### src/rtl/rgbfd_pkg.sv
package rgbfd_pkg;

    typedef enum logic [1:0] {
        CMD_TICK  = 2'd0,
        CMD_ONOFF = 2'd1,
        CMD_LEVEL = 2'd2,
        CMD_COLOR = 2'd3
    } cmd_t;

    localparam int CFG_IDX_W  = 2;
    localparam int CFG_DATA_W = 16;

    localparam logic [CFG_IDX_W-1:0] REG_OWN_SENSOR    = 2'd0;
    localparam logic [CFG_IDX_W-1:0] REG_STEP_INTERVAL = 2'd1;
    localparam logic [CFG_IDX_W-1:0] REG_INIT_TIMEOUT  = 2'd2;

    localparam logic [9:0]  STEP_INTERVAL_RST = 10'd10;
    localparam logic [15:0] INIT_TIMEOUT_RST  = 16'd10000;
    localparam logic [23:0] COLOR_WHITE       = 24'hFFFFFF;

    localparam int          LEVEL_MAX_INT = 100;
    localparam logic [6:0]  LEVEL_MAX     = 7'd100;

    localparam logic [2:0] INIT_ON    = 3'b001;
    localparam logic [2:0] INIT_LEVEL = 3'b010;
    localparam logic [2:0] INIT_COLOR = 3'b100;
    localparam logic [2:0] INIT_ALL   = 3'b111;

    // duty = (channel * RECIP[brightness]) >> RECIP_SHIFT equals channel * brightness / 100
    localparam int RECIP_SHIFT = 15;
    localparam int RECIP_W     = 16;
    localparam int RECIP_DEPTH = 128;

    typedef logic [RECIP_W-1:0] recip_tab_t [RECIP_DEPTH];

    function automatic recip_tab_t build_recip();
        recip_tab_t t;
        for (int b = 0; b < RECIP_DEPTH; b++)
        begin
            t[b] = RECIP_W'((b * (1 << RECIP_SHIFT) + LEVEL_MAX_INT - 1) / LEVEL_MAX_INT);
        end
        return t;
    endfunction

    localparam recip_tab_t RECIP = build_recip();

endpackage

### src/rtl/rgbfd_if.sv
interface rgbfd_cmd_if;
    logic               valid;
    logic               ready;
    logic [1:0]         cmd;
    logic [31:0]        now_ms;
    logic [7:0]         target_sensor;
    logic signed [15:0] level_value;
    logic [23:0]        color_value;

    modport source (output valid, cmd, now_ms, target_sensor, level_value, color_value,
                    input ready);
    modport sink (input valid, cmd, now_ms, target_sensor, level_value, color_value,
                  output ready);
endinterface

interface rgbfd_res_if;
    logic        valid;
    logic        ready;
    logic [7:0]  red_duty;
    logic [7:0]  green_duty;
    logic [7:0]  blue_duty;
    logic        request_state;
    logic        report_color_valid;
    logic        report_on_valid;
    logic        report_level_valid;
    logic [23:0] report_color;
    logic        report_on;
    logic [6:0]  report_level;

    modport source (output valid, red_duty, green_duty, blue_duty, request_state,
                    report_color_valid, report_on_valid, report_level_valid,
                    report_color, report_on, report_level,
                    input ready);
    modport sink (input valid, red_duty, green_duty, blue_duty, request_state,
                  report_color_valid, report_on_valid, report_level_valid,
                  report_color, report_on, report_level,
                  output ready);
endinterface

### src/rtl/rgbfd_scale.sv
module rgbfd_scale (
    input  logic [23:0]                   color,
    input  logic [rgbfd_pkg::RECIP_W-1:0] recip,
    output logic [23:0]                   duty
);

    logic [rgbfd_pkg::RECIP_W+7:0] prod [3];

    always_comb
    begin
        for (int i = 0; i < 3; i++)
        begin
            prod[i] = color[i*8 +: 8] * recip;
            duty[i*8 +: 8] = prod[i][rgbfd_pkg::RECIP_SHIFT +: 8];
        end
    end

endmodule

### src/rtl/rgb_led_fading_dimmer_top.sv
// channel   role     handshake      payload
// cmd_in    sink     valid/ready    cmd, now_ms, target_sensor, level_value, color_value
// res_out   source   valid/ready    duties, request_state, report fields
// cfg       write    cfg_we         cfg_index, cfg_data
//
// one beat per cycle unless res_out stalls; through input register, then result register
// the path between them is one 32-bit time compare and one 8x16 multiply per channel
// reset clears all settings to their defaults, no clearing pass
// a stalled res_out holds the result register; cmd_in keeps taking beats until the
// input register is also full
module rgb_led_fading_dimmer_top (
    input  logic                             clk,
    input  logic                             rst_n,
    input  logic                             cfg_we,
    input  logic [rgbfd_pkg::CFG_IDX_W-1:0]  cfg_index,
    input  logic [rgbfd_pkg::CFG_DATA_W-1:0] cfg_data,
    rgbfd_cmd_if.sink                        cmd_in,
    rgbfd_res_if.source                      res_out
);

    // config
    logic [7:0]  own_sensor_reg;
    logic [9:0]  step_interval_reg;
    logic [15:0] init_timeout_reg;

    // input stage
    logic               s1_valid_reg;
    rgbfd_pkg::cmd_t    s1_cmd_reg;
    logic [31:0]        s1_now_reg;
    logic [7:0]         s1_sensor_reg;
    logic signed [15:0] s1_level_reg;
    logic [23:0]        s1_color_reg;

    // block state
    logic        lamp_on_reg, lamp_on_next;
    logic [6:0]  target_level_reg, target_level_next;
    logic [6:0]  bright_reg, bright_next;
    logic [23:0] color_reg, color_next;
    logic [31:0] next_step_reg, next_step_next;
    logic [2:0]  init_flags_reg, init_flags_next;
    logic        pending_reg, pending_next;
    logic [rgbfd_pkg::RECIP_W-1:0] recip_dn_reg, recip_dn_next;
    logic [rgbfd_pkg::RECIP_W-1:0] recip_cur_reg, recip_cur_next;
    logic [rgbfd_pkg::RECIP_W-1:0] recip_up_reg, recip_up_next;

    // result stage
    logic        out_valid_reg;
    logic [23:0] duty_reg;
    logic        req_reg, req_next;
    logic        vc_reg, vc_next;
    logic        von_reg, von_next;
    logic        vlev_reg, vlev_next;
    logic [23:0] rc_reg, rc_next;
    logic        ron_reg, ron_next;
    logic [6:0]  rlev_reg, rlev_next;

    logic        adv;
    logic        hit;
    logic [6:0]  clamp_level;
    logic        clamp_on;
    logic        step_en;
    logic [6:0]  goal;
    logic        step_up;
    logic        step_dn;
    logic [2:0]  flags_to;
    logic        pending_to;
    logic [rgbfd_pkg::RECIP_W-1:0] recip_sel;
    logic [23:0] color_sel;
    logic [23:0] duty_w;

    assign adv          = s1_valid_reg && (!out_valid_reg || res_out.ready);
    assign cmd_in.ready = !s1_valid_reg || adv;

    always_ff @(posedge clk or negedge rst_n)
    begin
        if (!rst_n)
        begin
            own_sensor_reg    <= '0;
            step_interval_reg <= rgbfd_pkg::STEP_INTERVAL_RST;
            init_timeout_reg  <= rgbfd_pkg::INIT_TIMEOUT_RST;
        end
        else if (cfg_we)
        begin
            case (cfg_index)
                rgbfd_pkg::REG_OWN_SENSOR:    own_sensor_reg    <= cfg_data[7:0];
                rgbfd_pkg::REG_STEP_INTERVAL: step_interval_reg <= cfg_data[9:0];
                rgbfd_pkg::REG_INIT_TIMEOUT:  init_timeout_reg  <= cfg_data;
                default: ;
            endcase
        end
    end

    always_ff @(posedge clk or negedge rst_n)
    begin
        if (!rst_n)
        begin
            s1_valid_reg <= 1'b0;
        end
        else if (cmd_in.ready)
        begin
            s1_valid_reg <= cmd_in.valid;
        end
    end

    always_ff @(posedge clk)
    begin
        if (cmd_in.valid && cmd_in.ready)
        begin
            s1_cmd_reg    <= rgbfd_pkg::cmd_t'(cmd_in.cmd);
            s1_now_reg    <= cmd_in.now_ms;
            s1_sensor_reg <= cmd_in.target_sensor;
            s1_level_reg  <= cmd_in.level_value;
            s1_color_reg  <= cmd_in.color_value;
        end
    end

    // sensor match, level clamp, ramp decision and scale/color select
    always_comb
    begin
        hit = (s1_sensor_reg == own_sensor_reg);
        if (s1_level_reg > 16'sd100)
        begin
            clamp_level = rgbfd_pkg::LEVEL_MAX;
        end
        else if (s1_level_reg < 16'sd0)
        begin
            clamp_level = '0;
        end
        else
        begin
            clamp_level = s1_level_reg[6:0];
        end
        clamp_on = (clamp_level != '0);
        step_en  = (s1_cmd_reg == rgbfd_pkg::CMD_TICK) && (s1_now_reg >= next_step_reg);
        goal     = lamp_on_reg ? target_level_reg : '0;
        step_up  = step_en && (goal > bright_reg);
        step_dn  = step_en && (goal < bright_reg);
        recip_sel = step_up ? recip_up_reg : (step_dn ? recip_dn_reg : recip_cur_reg);
        color_sel = (s1_cmd_reg == rgbfd_pkg::CMD_COLOR && hit) ? s1_color_reg : color_reg;
    end

    rgbfd_scale u_scale (
        .color (color_sel),
        .recip (recip_sel),
        .duty  (duty_w)
    );

    always_comb
    begin
        lamp_on_next      = lamp_on_reg;
        target_level_next = target_level_reg;
        color_next        = color_reg;
        next_step_next    = next_step_reg;
        init_flags_next   = init_flags_reg;
        pending_next      = pending_reg;
        req_next          = 1'b0;
        vc_next           = 1'b0;
        von_next          = 1'b0;
        vlev_next         = 1'b0;
        rc_next           = '0;
        ron_next          = 1'b0;
        rlev_next         = '0;
        flags_to          = init_flags_reg;
        pending_to        = pending_reg;

        if (step_up)
        begin
            bright_next = bright_reg + 7'd1;
        end
        else if (step_dn)
        begin
            bright_next = bright_reg - 7'd1;
        end
        else
        begin
            bright_next = bright_reg;
        end

        case (s1_cmd_reg)
            rgbfd_pkg::CMD_TICK:
            begin
                req_next = (next_step_reg == '0);
                if (init_flags_reg != rgbfd_pkg::INIT_ALL &&
                    s1_now_reg > {16'd0, init_timeout_reg})
                begin
                    flags_to   = rgbfd_pkg::INIT_ALL;
                    pending_to = 1'b1;
                end
                init_flags_next = flags_to;
                if (pending_to)
                begin
                    if ((flags_to & rgbfd_pkg::INIT_COLOR) != '0)
                    begin
                        vc_next = 1'b1;
                        rc_next = color_reg;
                    end
                    if ((flags_to & rgbfd_pkg::INIT_ON) != '0)
                    begin
                        von_next = 1'b1;
                        ron_next = lamp_on_reg;
                    end
                    if ((flags_to & rgbfd_pkg::INIT_LEVEL) != '0)
                    begin
                        vlev_next = 1'b1;
                        rlev_next = target_level_reg;
                    end
                end
                pending_next = 1'b0;
                if (step_en)
                begin
                    next_step_next = s1_now_reg + {22'd0, step_interval_reg};
                end
            end
            rgbfd_pkg::CMD_ONOFF:
            begin
                if (hit)
                begin
                    lamp_on_next    = (s1_level_reg != 16'sd0);
                    init_flags_next = init_flags_reg | rgbfd_pkg::INIT_ON;
                    pending_next    = 1'b1;
                end
            end
            rgbfd_pkg::CMD_LEVEL:
            begin
                if (hit && (clamp_level != target_level_reg || clamp_on != lamp_on_reg))
                begin
                    target_level_next = clamp_on ? clamp_level : 7'd1;
                    lamp_on_next      = clamp_on;
                    init_flags_next   = init_flags_reg | rgbfd_pkg::INIT_LEVEL;
                    pending_next      = 1'b1;
                end
            end
            rgbfd_pkg::CMD_COLOR:
            begin
                if (hit)
                begin
                    color_next      = s1_color_reg;
                    init_flags_next = init_flags_reg | rgbfd_pkg::INIT_COLOR;
                    pending_next    = 1'b1;
                end
            end
            default: ;
        endcase

        recip_dn_next  = rgbfd_pkg::RECIP[bright_next - 7'd1];
        recip_cur_next = rgbfd_pkg::RECIP[bright_next];
        recip_up_next  = rgbfd_pkg::RECIP[bright_next + 7'd1];
    end

    always_ff @(posedge clk or negedge rst_n)
    begin
        if (!rst_n)
        begin
            lamp_on_reg      <= 1'b0;
            target_level_reg <= rgbfd_pkg::LEVEL_MAX;
            bright_reg       <= '0;
            color_reg        <= rgbfd_pkg::COLOR_WHITE;
            next_step_reg    <= '0;
            init_flags_reg   <= '0;
            pending_reg      <= 1'b0;
            recip_dn_reg     <= rgbfd_pkg::RECIP[rgbfd_pkg::RECIP_DEPTH-1];
            recip_cur_reg    <= rgbfd_pkg::RECIP[0];
            recip_up_reg     <= rgbfd_pkg::RECIP[1];
        end
        else if (adv)
        begin
            lamp_on_reg      <= lamp_on_next;
            target_level_reg <= target_level_next;
            bright_reg       <= bright_next;
            color_reg        <= color_next;
            next_step_reg    <= next_step_next;
            init_flags_reg   <= init_flags_next;
            pending_reg      <= pending_next;
            recip_dn_reg     <= recip_dn_next;
            recip_cur_reg    <= recip_cur_next;
            recip_up_reg     <= recip_up_next;
        end
    end

    always_ff @(posedge clk or negedge rst_n)
    begin
        if (!rst_n)
        begin
            out_valid_reg <= 1'b0;
        end
        else if (adv)
        begin
            out_valid_reg <= 1'b1;
        end
        else if (res_out.ready)
        begin
            out_valid_reg <= 1'b0;
        end
    end

    always_ff @(posedge clk)
    begin
        if (adv)
        begin
            duty_reg <= duty_w;
            req_reg  <= req_next;
            vc_reg   <= vc_next;
            von_reg  <= von_next;
            vlev_reg <= vlev_next;
            rc_reg   <= rc_next;
            ron_reg  <= ron_next;
            rlev_reg <= rlev_next;
        end
    end

    assign res_out.valid              = out_valid_reg;
    assign res_out.red_duty           = duty_reg[23:16];
    assign res_out.green_duty         = duty_reg[15:8];
    assign res_out.blue_duty          = duty_reg[7:0];
    assign res_out.request_state      = req_reg;
    assign res_out.report_color_valid = vc_reg;
    assign res_out.report_on_valid    = von_reg;
    assign res_out.report_level_valid = vlev_reg;
    assign res_out.report_color       = rc_reg;
    assign res_out.report_on          = ron_reg;
    assign res_out.report_level       = rlev_reg;

endmodule

### src/flat_wrapper.sv
// flat-port wrapper written by rule: the top's interface ports become plain ports
module rgb_led_fading_dimmer_top_flat 
  (clk, rst_n, cfg_we, cfg_index, cfg_data, cmd_in_valid, cmd_in_cmd, cmd_in_now_ms, cmd_in_target_sensor, cmd_in_level_value, cmd_in_color_value, cmd_in_ready, res_out_valid, res_out_red_duty, res_out_green_duty, res_out_blue_duty, res_out_request_state, res_out_report_color_valid, res_out_report_on_valid, res_out_report_level_valid, res_out_report_color, res_out_report_on, res_out_report_level, res_out_ready);
  rgbfd_cmd_if cmd_in_i ();
  rgbfd_res_if res_out_i ();
  input  logic clk;
  input  logic rst_n;
  input  logic cfg_we;
  input  logic [rgbfd_pkg::CFG_IDX_W-1:0] cfg_index;
  input  logic [rgbfd_pkg::CFG_DATA_W-1:0] cfg_data;
  input wire logic [$bits(cmd_in_i.valid)-1:0] cmd_in_valid;
  input wire logic [$bits(cmd_in_i.cmd)-1:0] cmd_in_cmd;
  input wire logic [$bits(cmd_in_i.now_ms)-1:0] cmd_in_now_ms;
  input wire logic [$bits(cmd_in_i.target_sensor)-1:0] cmd_in_target_sensor;
  input wire logic [$bits(cmd_in_i.level_value)-1:0] cmd_in_level_value;
  input wire logic [$bits(cmd_in_i.color_value)-1:0] cmd_in_color_value;
  output wire logic [$bits(cmd_in_i.ready)-1:0] cmd_in_ready;
  output wire logic [$bits(res_out_i.valid)-1:0] res_out_valid;
  output wire logic [$bits(res_out_i.red_duty)-1:0] res_out_red_duty;
  output wire logic [$bits(res_out_i.green_duty)-1:0] res_out_green_duty;
  output wire logic [$bits(res_out_i.blue_duty)-1:0] res_out_blue_duty;
  output wire logic [$bits(res_out_i.request_state)-1:0] res_out_request_state;
  output wire logic [$bits(res_out_i.report_color_valid)-1:0] res_out_report_color_valid;
  output wire logic [$bits(res_out_i.report_on_valid)-1:0] res_out_report_on_valid;
  output wire logic [$bits(res_out_i.report_level_valid)-1:0] res_out_report_level_valid;
  output wire logic [$bits(res_out_i.report_color)-1:0] res_out_report_color;
  output wire logic [$bits(res_out_i.report_on)-1:0] res_out_report_on;
  output wire logic [$bits(res_out_i.report_level)-1:0] res_out_report_level;
  input wire logic [$bits(res_out_i.ready)-1:0] res_out_ready;
  assign cmd_in_i.valid = cmd_in_valid;
  assign cmd_in_i.cmd = cmd_in_cmd;
  assign cmd_in_i.now_ms = cmd_in_now_ms;
  assign cmd_in_i.target_sensor = cmd_in_target_sensor;
  assign cmd_in_i.level_value = cmd_in_level_value;
  assign cmd_in_i.color_value = cmd_in_color_value;
  assign cmd_in_ready = cmd_in_i.ready;
  assign res_out_valid = res_out_i.valid;
  assign res_out_red_duty = res_out_i.red_duty;
  assign res_out_green_duty = res_out_i.green_duty;
  assign res_out_blue_duty = res_out_i.blue_duty;
  assign res_out_request_state = res_out_i.request_state;
  assign res_out_report_color_valid = res_out_i.report_color_valid;
  assign res_out_report_on_valid = res_out_i.report_on_valid;
  assign res_out_report_level_valid = res_out_i.report_level_valid;
  assign res_out_report_color = res_out_i.report_color;
  assign res_out_report_on = res_out_i.report_on;
  assign res_out_report_level = res_out_i.report_level;
  assign res_out_i.ready = res_out_ready;
  rgb_led_fading_dimmer_top u_core (.clk(clk), .rst_n(rst_n), .cfg_we(cfg_we), .cfg_index(cfg_index), .cfg_data(cfg_data), .cmd_in(cmd_in_i), .res_out(res_out_i));
endmodule
### config.mk
export PLATFORM = sky130hd
export DESIGN_NAME = rgb_led_fading_dimmer_top_flat
export DESIGN_NICKNAME = d
export VERILOG_FILES = /design/src/rtl/rgbfd_pkg.sv /design/src/rtl/rgbfd_if.sv /design/src/rtl/rgbfd_scale.sv /design/src/rtl/rgb_led_fading_dimmer_top.sv /design/src/flat_wrapper.sv
export SDC_FILE = /design/constraint.sdc
export NUM_CORES = 2
export LEC_CHECK = 0
export BUFFER_PORTS_ARGS = -buffer_cell sky130_fd_sc_hd__buf_2
export CORE_MARGIN = 2
export CORE_UTILIZATION = 40
export CTS_CLUSTER_DIAMETER = 80
export CTS_CLUSTER_SIZE = 30
export DETAILED_ROUTE_END_ITERATION = 7
export SETUP_SLACK_MARGIN = 0.5
export SLEW_MARGIN = 20
export SYNTH_ARGS = -nofsm -noshare
export SYNTH_HDL_FRONTEND = slang
export SYNTH_SLANG_ARGS = --single-unit
### constraint.sdc
create_clock -name clk -period 14.8 [get_ports clk]
set_input_delay 0.74 -clock clk [delete_from_list [all_inputs] [get_ports clk]]
set_output_delay 0.74 -clock clk [all_outputs]
set_load 0.03 [all_outputs]
# Word level (Yosys, flattened, before mapping)
# Memory sizes are Yosys's and may differ from the RTL's. A register that Yosys moved wholly into a read port is not among the register bits.
# Cells that the tools add are included.
# op_classes
n_addsub	5
mul	3
magnitude_cmp	6
eq_ne	13
mux	28
bitwise	6
n_reduce_logical	39
# op_table
cell	n
$mul A8 B16 Y23	3
$mux W7	6
$add A32 B10 Y32	1
$ge A32 B32 Y1	1
$gt A32 B16 Y1	1
$logic_not A32 Y1	1
$mux W16	2
$mux W24	1
$not A7 Y8	3
$reduce_and A3 Y1	7
$gt A16 B8 Y1 const B	1
$lt A16 B1 Y1 const B	1
$reduce_and A4 Y1	4
$reduce_bool A16 Y1	1
$add A7 B1 Y7 const B	2
$sub A7 B1 Y7 const B	2
$mux W1	12
$pmux W3 S4	1
$mux W3	3
$eq A8 B8 Y1	1
$logic_and A1 B1 Y1	8
$ne A2 B1 Y1 const B	4
$reduce_and A2 Y1	4
$gt A7 B7 Y1	1
16 further kinds	29
# word_totals
register_bits	253
mem_bits_ro	6144
output_inout_bits	62
memories	3
# memory_table
name	depth	width	read_ports	rd_clocked_by_memory_dff	write_ports	line_no	rtl
(no name shown)	128	16	1	1	0	rgb_led_fading_dimmer_top.sv:245	recip_dn_next = rgbfd_pkg::RECIP[bright_next - 7'd1];
(no name shown)	128	16	1	1	0	rgb_led_fading_dimmer_top.sv:246	recip_cur_next = rgbfd_pkg::RECIP[bright_next];
(no name shown)	128	16	1	1	0	rgb_led_fading_dimmer_top.sv:247	recip_up_next = rgbfd_pkg::RECIP[bright_next + 7'd1];

# Logic depth before layout (Yosys ltp)
# logic_depth
depth_word	9
ltp_mapped	34

# Modules after synthesis
# From an unflattened synthesis, not the netlist that was laid out.
# unflattened
cells_unflattened	3545
hier_area_um2	32198.4
# modules_own_cells
mod	instances	cells_per_inst	area_each_um2	seq_area_each_um2
rgb_led_fading_dimmer_top	1	2292	21154.0	8220.4
rgbfd_scale	1	1253	11044.3	0.0

# Worst setup path after synthesis
# OpenSTA, ideal clock, no wires.
# synth_path
path_kind	register to register
start	register u_core.bright_reg[2]
end	register u_core.duty_reg[23], data pin
setup_ns	0.265
arrival_time_ns	6.815
required_time_ns	14.535
setup_slack_ns	7.720
stages_incl_launch_ff	30
synth_period_minus_slack_ns	7.080
cell_sequence	dfrtp_1 > clkbuf_1 > inv_1 > ha_1 > a21o_1 > o21ai_1 > a21oi_1 > a21oi_4 > clkbuf_1 > o21ai_1 > clkbuf_1 > nor2_1 > fa_1 > fa_1 > fa_1 > inv_1 > fa_1 > inv_1 > ha_1 > a21oi_1 > nor2b_1 > o21ai_0 > nand2b_1 > a21o_1 > o21ai_0 > o21ai_0 > a31oi_1 > o21ai_0 > o21ai_0 > a31oi_1
# synth_via
elab_chain_len	5
elab_cells_between_ends	7
cone_classes	mul: 1; order compare: 2; mux: 2; reduce/logical: 2
# synth_rtl
item	line_no	rtl
from (decl)	rgb_led_fading_dimmer_top.sv:37	logic [6:0] bright_reg, bright_next;
from (signal assigned)	rgb_led_fading_dimmer_top.sv:269	bright_reg <= bright_next;
$lt A7 B7 Y1	rgb_led_fading_dimmer_top.sv:137	step_dn = step_en && (goal < bright_reg);
$logic_and A1 B1 Y1	rgb_led_fading_dimmer_top.sv:137	
$mux W16	rgb_led_fading_dimmer_top.sv:138	recip_sel = step_up ? recip_up_reg : (step_dn ? recip_dn_reg : recip_cur_reg);
$mux W16 *	rgb_led_fading_dimmer_top.sv:138	
$mul A8 B16 Y23 *	rgbfd_scale.sv:13	prod[i] = color[i*8 +: 8] * recip;
via u_core.duty_w[23]	rgb_led_fading_dimmer_top.sv:69	logic [23:0] duty_w;
to (signal assigned)	rgb_led_fading_dimmer_top.sv:300	duty_reg <= duty_w;
to (decl)	rgb_led_fading_dimmer_top.sv:48	logic [23:0] duty_reg;
# Mark *: on every way through the listed nets, which the timed path passes. The rest lies on a longest branch.
# A chain may end at the register's enable or synchronous reset.

# Worst setup path after layout
# layout_path
start	register u_core.s1_now_reg[27]
end	register u_core.duty_reg[15], data pin
# layout_via
elab_chain_len	6
elab_cells_between_ends	7
cone_classes	mul: 1; order compare: 1; mux: 2; reduce/logical: 3
# layout_rtl
item	line_no	rtl
from (decl)	rgb_led_fading_dimmer_top.sv:29	logic [31:0] s1_now_reg;
from (signal assigned)	rgb_led_fading_dimmer_top.sv:110	s1_now_reg <= cmd_in.now_ms;
$ge A32 B32 Y1 *	rgb_led_fading_dimmer_top.sv:134	step_en = (s1_cmd_reg == rgbfd_pkg::CMD_TICK) && (s1_now_reg >= next_step_reg);
$logic_and A1 B1 Y1 *	rgb_led_fading_dimmer_top.sv:134	
$logic_and A1 B1 Y1	rgb_led_fading_dimmer_top.sv:137	
$mux W16	rgb_led_fading_dimmer_top.sv:138	
$mux W16 *	rgb_led_fading_dimmer_top.sv:138	
$mul A8 B16 Y23 *	rgbfd_scale.sv:13	
via u_core.duty_w[15]	rgb_led_fading_dimmer_top.sv:69	
# Marks and branches as above.

==> flow_summary.json <==
{
  "tritoncts": "built",
  "cp.required_ps": 15170,
  "synth-simple-area-share": 0.163,
  "final_cell_mix": "481 x nor2_1, 341 x inv_1, 251 x fa_1",
  "vias": 25691,
  "drt_iter0_drc": 2056,
  "die-area_mm2": 0.0788,
  "fillCellCount": 7443,
  "start_util": 0.404,
  "cts_root_buf": "clkbuf_16",
  "cp.arrival_ps": 8300,
  "muxShareOfSynthArea": 0.0474,
  "fp.coreArea_mm2": 0.0758,
  "max_freq_mhz": 126,
  "synth_cell_types": 104,
  "path_max_fanout": 24,
  "viasPerCell": 5.78,
  "outcome": "finished, final reports clean",
  "r2r_end": "u_core.duty_reg[15]",
  "ir_drop_v": 0.000200,
  "ant_nets": 0,
  "mostFrequentLayoutCell": "nor2_1",
  "synth-edff-count": 142,
  "setup_viol": 0,
  "grt_pass1_wl_um": 148000,
  "fin_nets": 4023,
  "syn_avg_cell_area_um2": 9.03,
  "synth_cells": 3390,
  "synth-main-ff-cell": "edfxtp_1",
  "rsz0062_at_grt": "no",
  "area_growth_pct": 10.3,
  "hold_class": "in -> async",
  "startpoint_type": "flip-flop",
  "layout-drive-gt1-share": 0.163,
  "p_leak_uw": 0.0152,
  "synth_area_leaders": "fa_1 16%, edfxtp_1 14%, dfrtp_1 9.3%, ha_1 9.2%, nor2_1 5.9%",
  "yosysTopAreaCell": "fa_1",
  "reg2reg_setup_slack_ps": 6870,
  "path_clk_slew_ps": 110,
  "slew_viol_final": 0,
  "cts_sinks": 298,
  "final_core_util": 0.446,
  "synth_warnings": 0,
  "grt_pass1_vias": 25723,
  "max_cap_violations": 0,
  "dp_hpwl_um": 65400,
  "post_cts_buffers": 0,
  "ios": 167,
  "place_congestion": 0.889,
  "final-hold-violation-count": 0,
  "grtUsageTotal": 0.236,
  "wire_per_inst_um": 20.9,
  "powerDensity_mw_per_mm2": 193,
  "cts_hold_buf": 0,
  "num_antenna_cells": 0,
  "worst_slack_ps": 6870,
  "yosysSeqAreaShare": 0.268,
  "overflow": 0,
  "numCtsBuffers": 26,
  "syn_nets": 3970,
  "port-buffer-count": 166,
  "core.rowCount": 101,
  "grt_max_degree": 72,
  "synth-compound-area-share": 0.160,
  "endpoint_kind": "flip-flop",
  "dr.pass1.iters": 6,
  "synth_xor_area_frac": 0.0319,
  "ys_ff_latch": 298,
  "rr_worst_depth": 26,
  "drt_wl_total_um": 92600,
  "synth_top_family_by_area": "adder cells",
  "die_y_um": 281,
  "worst_pin_slew_ps": 1030,
  "slew_headroom": 0.302,
  "yosysTopAreaCellShare": 0.164,
  "fin_crit_sh": 0.536,
  "post-place-ws_ps": 6780,
  "period_minus_slack_ps": 7930,
  "r2r_start": "u_core.s1_now_reg[27]",
  "setup_tns_ps": 0,
  "cts_resized": 0,
  "cts_max_level": 1,
  "insertion_delay_ps": 630,
  "async_reset_ff_frac": 0.523,
  "clock-skew-final_ps": 50.3,
  "antenna_found_initial": 0,
  "drcViolationCount": 0,
  "critPathKind": "reg -> reg",
  "synth_area_mm2": 0.0306,
  "yosys.area_share.adder": 0.256,
  "die_w_um": 281,
  "cts_buffer_depth": 3
}
## cell type report
cell class / instances / area (um2) / area share
multi-input combinational: 2518 / 20400 / 0.604
sequential: 298 / 8220 / 0.243
timing repair buffer: 250 / 1470 / 0.0434
inverter: 349 / 1310 / 0.0389
tap: 978 / 1220 / 0.0362
clock buffer: 28 / 679 / 0.0201
clock inverter: 20 / 458 / 0.0136
## logic make-up (layout without fill, tap and decap cells)
| family | Yosys count | after routing |
|---|---|---|
| fa+ha+maj | 477 | 477 |
| buf+inv | 574 | 647 |
| compound gates | 728 | 728 |
| simple gates | 1099 | 1099 |
| mux | 117 | 117 |
| flops | 298 | 298 |
| xor+xnor | 97 | 97 |
## worst max path at each step
stage | start | to | slack [ps] | cells after the start
floorplan | u_core.bright_reg[2] | u_core.duty_reg[23] | 7720 | 29
global placement | u_core.s1_now_reg[27] | u_core.duty_reg[15] | 6920 | 26
detailed placement | u_core.s1_now_reg[14] | u_core.duty_reg[7] | 6780 | 27
CTS | u_core.s1_now_reg[14] | u_core.duty_reg[7] | 6780 | 27
global route | u_core.s1_now_reg[27] | u_core.duty_reg[15] | 6230 | 26
finish | u_core.s1_now_reg[27] | u_core.duty_reg[15] | 6870 | 26
## through the flow
| step | instance area [um2] | instances | hold slack [ps] | power, uW |
|---|---|---|---|---|
| 2_1_floorplan | 30600 | 3390 | 439 | 4360 |
| 3_3_place_gp | 32600 | 4393 | 477 | 5560 |
| 3_5_place_dp | 32600 | 4393 | 488 | 5570 |
| 4_1_cts | 33700 | 4441 | 168 | 6450 |
| 5_1_grt | 33800 | 4441 | 177 | 6980 |
| 6_report | 33800 | 4441 | 142 | 6520 |
## layer usage
metal	GRT usage	up-vias	wire length (um)
met5	0	-	0
met4	0.0797	0	3220
met3	0.0402	172	6860
met2	0.382	1041	42600
met1	0.321	12646	39900
li1	-	11832	-
## cells in the mapped netlist (8+ instances only)
cell,number
o31ai_1,21
o211ai_1,53
a22oi_1,8
o221ai_1,11
or3_1,15
nor2b_1,10
nor4_1,24
nand3_1,56
and3_1,22
and2_1,45
a221oi_1,12
nor3_1,57
ha_1,224
xor2_1,18
fa_1,251
dfstp_2,42
xnor2_1,66
mux2_2,63
xnor2_2,10
a211o_1,11
o21ai_0,168
edfxtp_1,142
mux4_2,15
mux2i_1,38
a21oi_1,156
a21o_1,23
nand4_1,32
o21ai_1,14
nand2b_1,9
o2111ai_1,18
a221o_1,8
o311ai_0,14
buf_1,15
buf_2,43
clkbuf_1,161
a21boi_0,8
a211oi_1,47
a311oi_1,18
inv_1,343
a31oi_1,34
nand2_1,244
dfrtp_1,114
nor2_1,482
or2_2,69
o22ai_1,25
## worst max-delay path: stages (launching register included)
cell       delay (ps)
edfxtp_1          520
ha_1              370
nand4_1           140
nor3_1             80
a221oi_1          590
a31o_2            310
nand2_1           400
nand2_1           230
o21ai_2            70
buf_4             260
or2_2             350
fa_1              510
fa_1              550
inv_1              50
fa_1              480
inv_1              50
fa_1              480
inv_1              40
ha_1              190
a2111oi_0         390
o21ai_0           190
a21oi_1           230
o21ai_0           170
a31oi_1           360
o21ai_0           260
o41ai_1           350
xnor2_1           110
## power by group
part | leakage (uW) | switching [uW] | internal (uW)
combinational | 0.0115 | 2930 | 1500
clock | 0.000522 | 458 | 394
sequential | 0.00319 | 176 | 1060
total | 0.0152 | 3570 | 2950
Note: power is estimated with default switching activity, not from simulation.
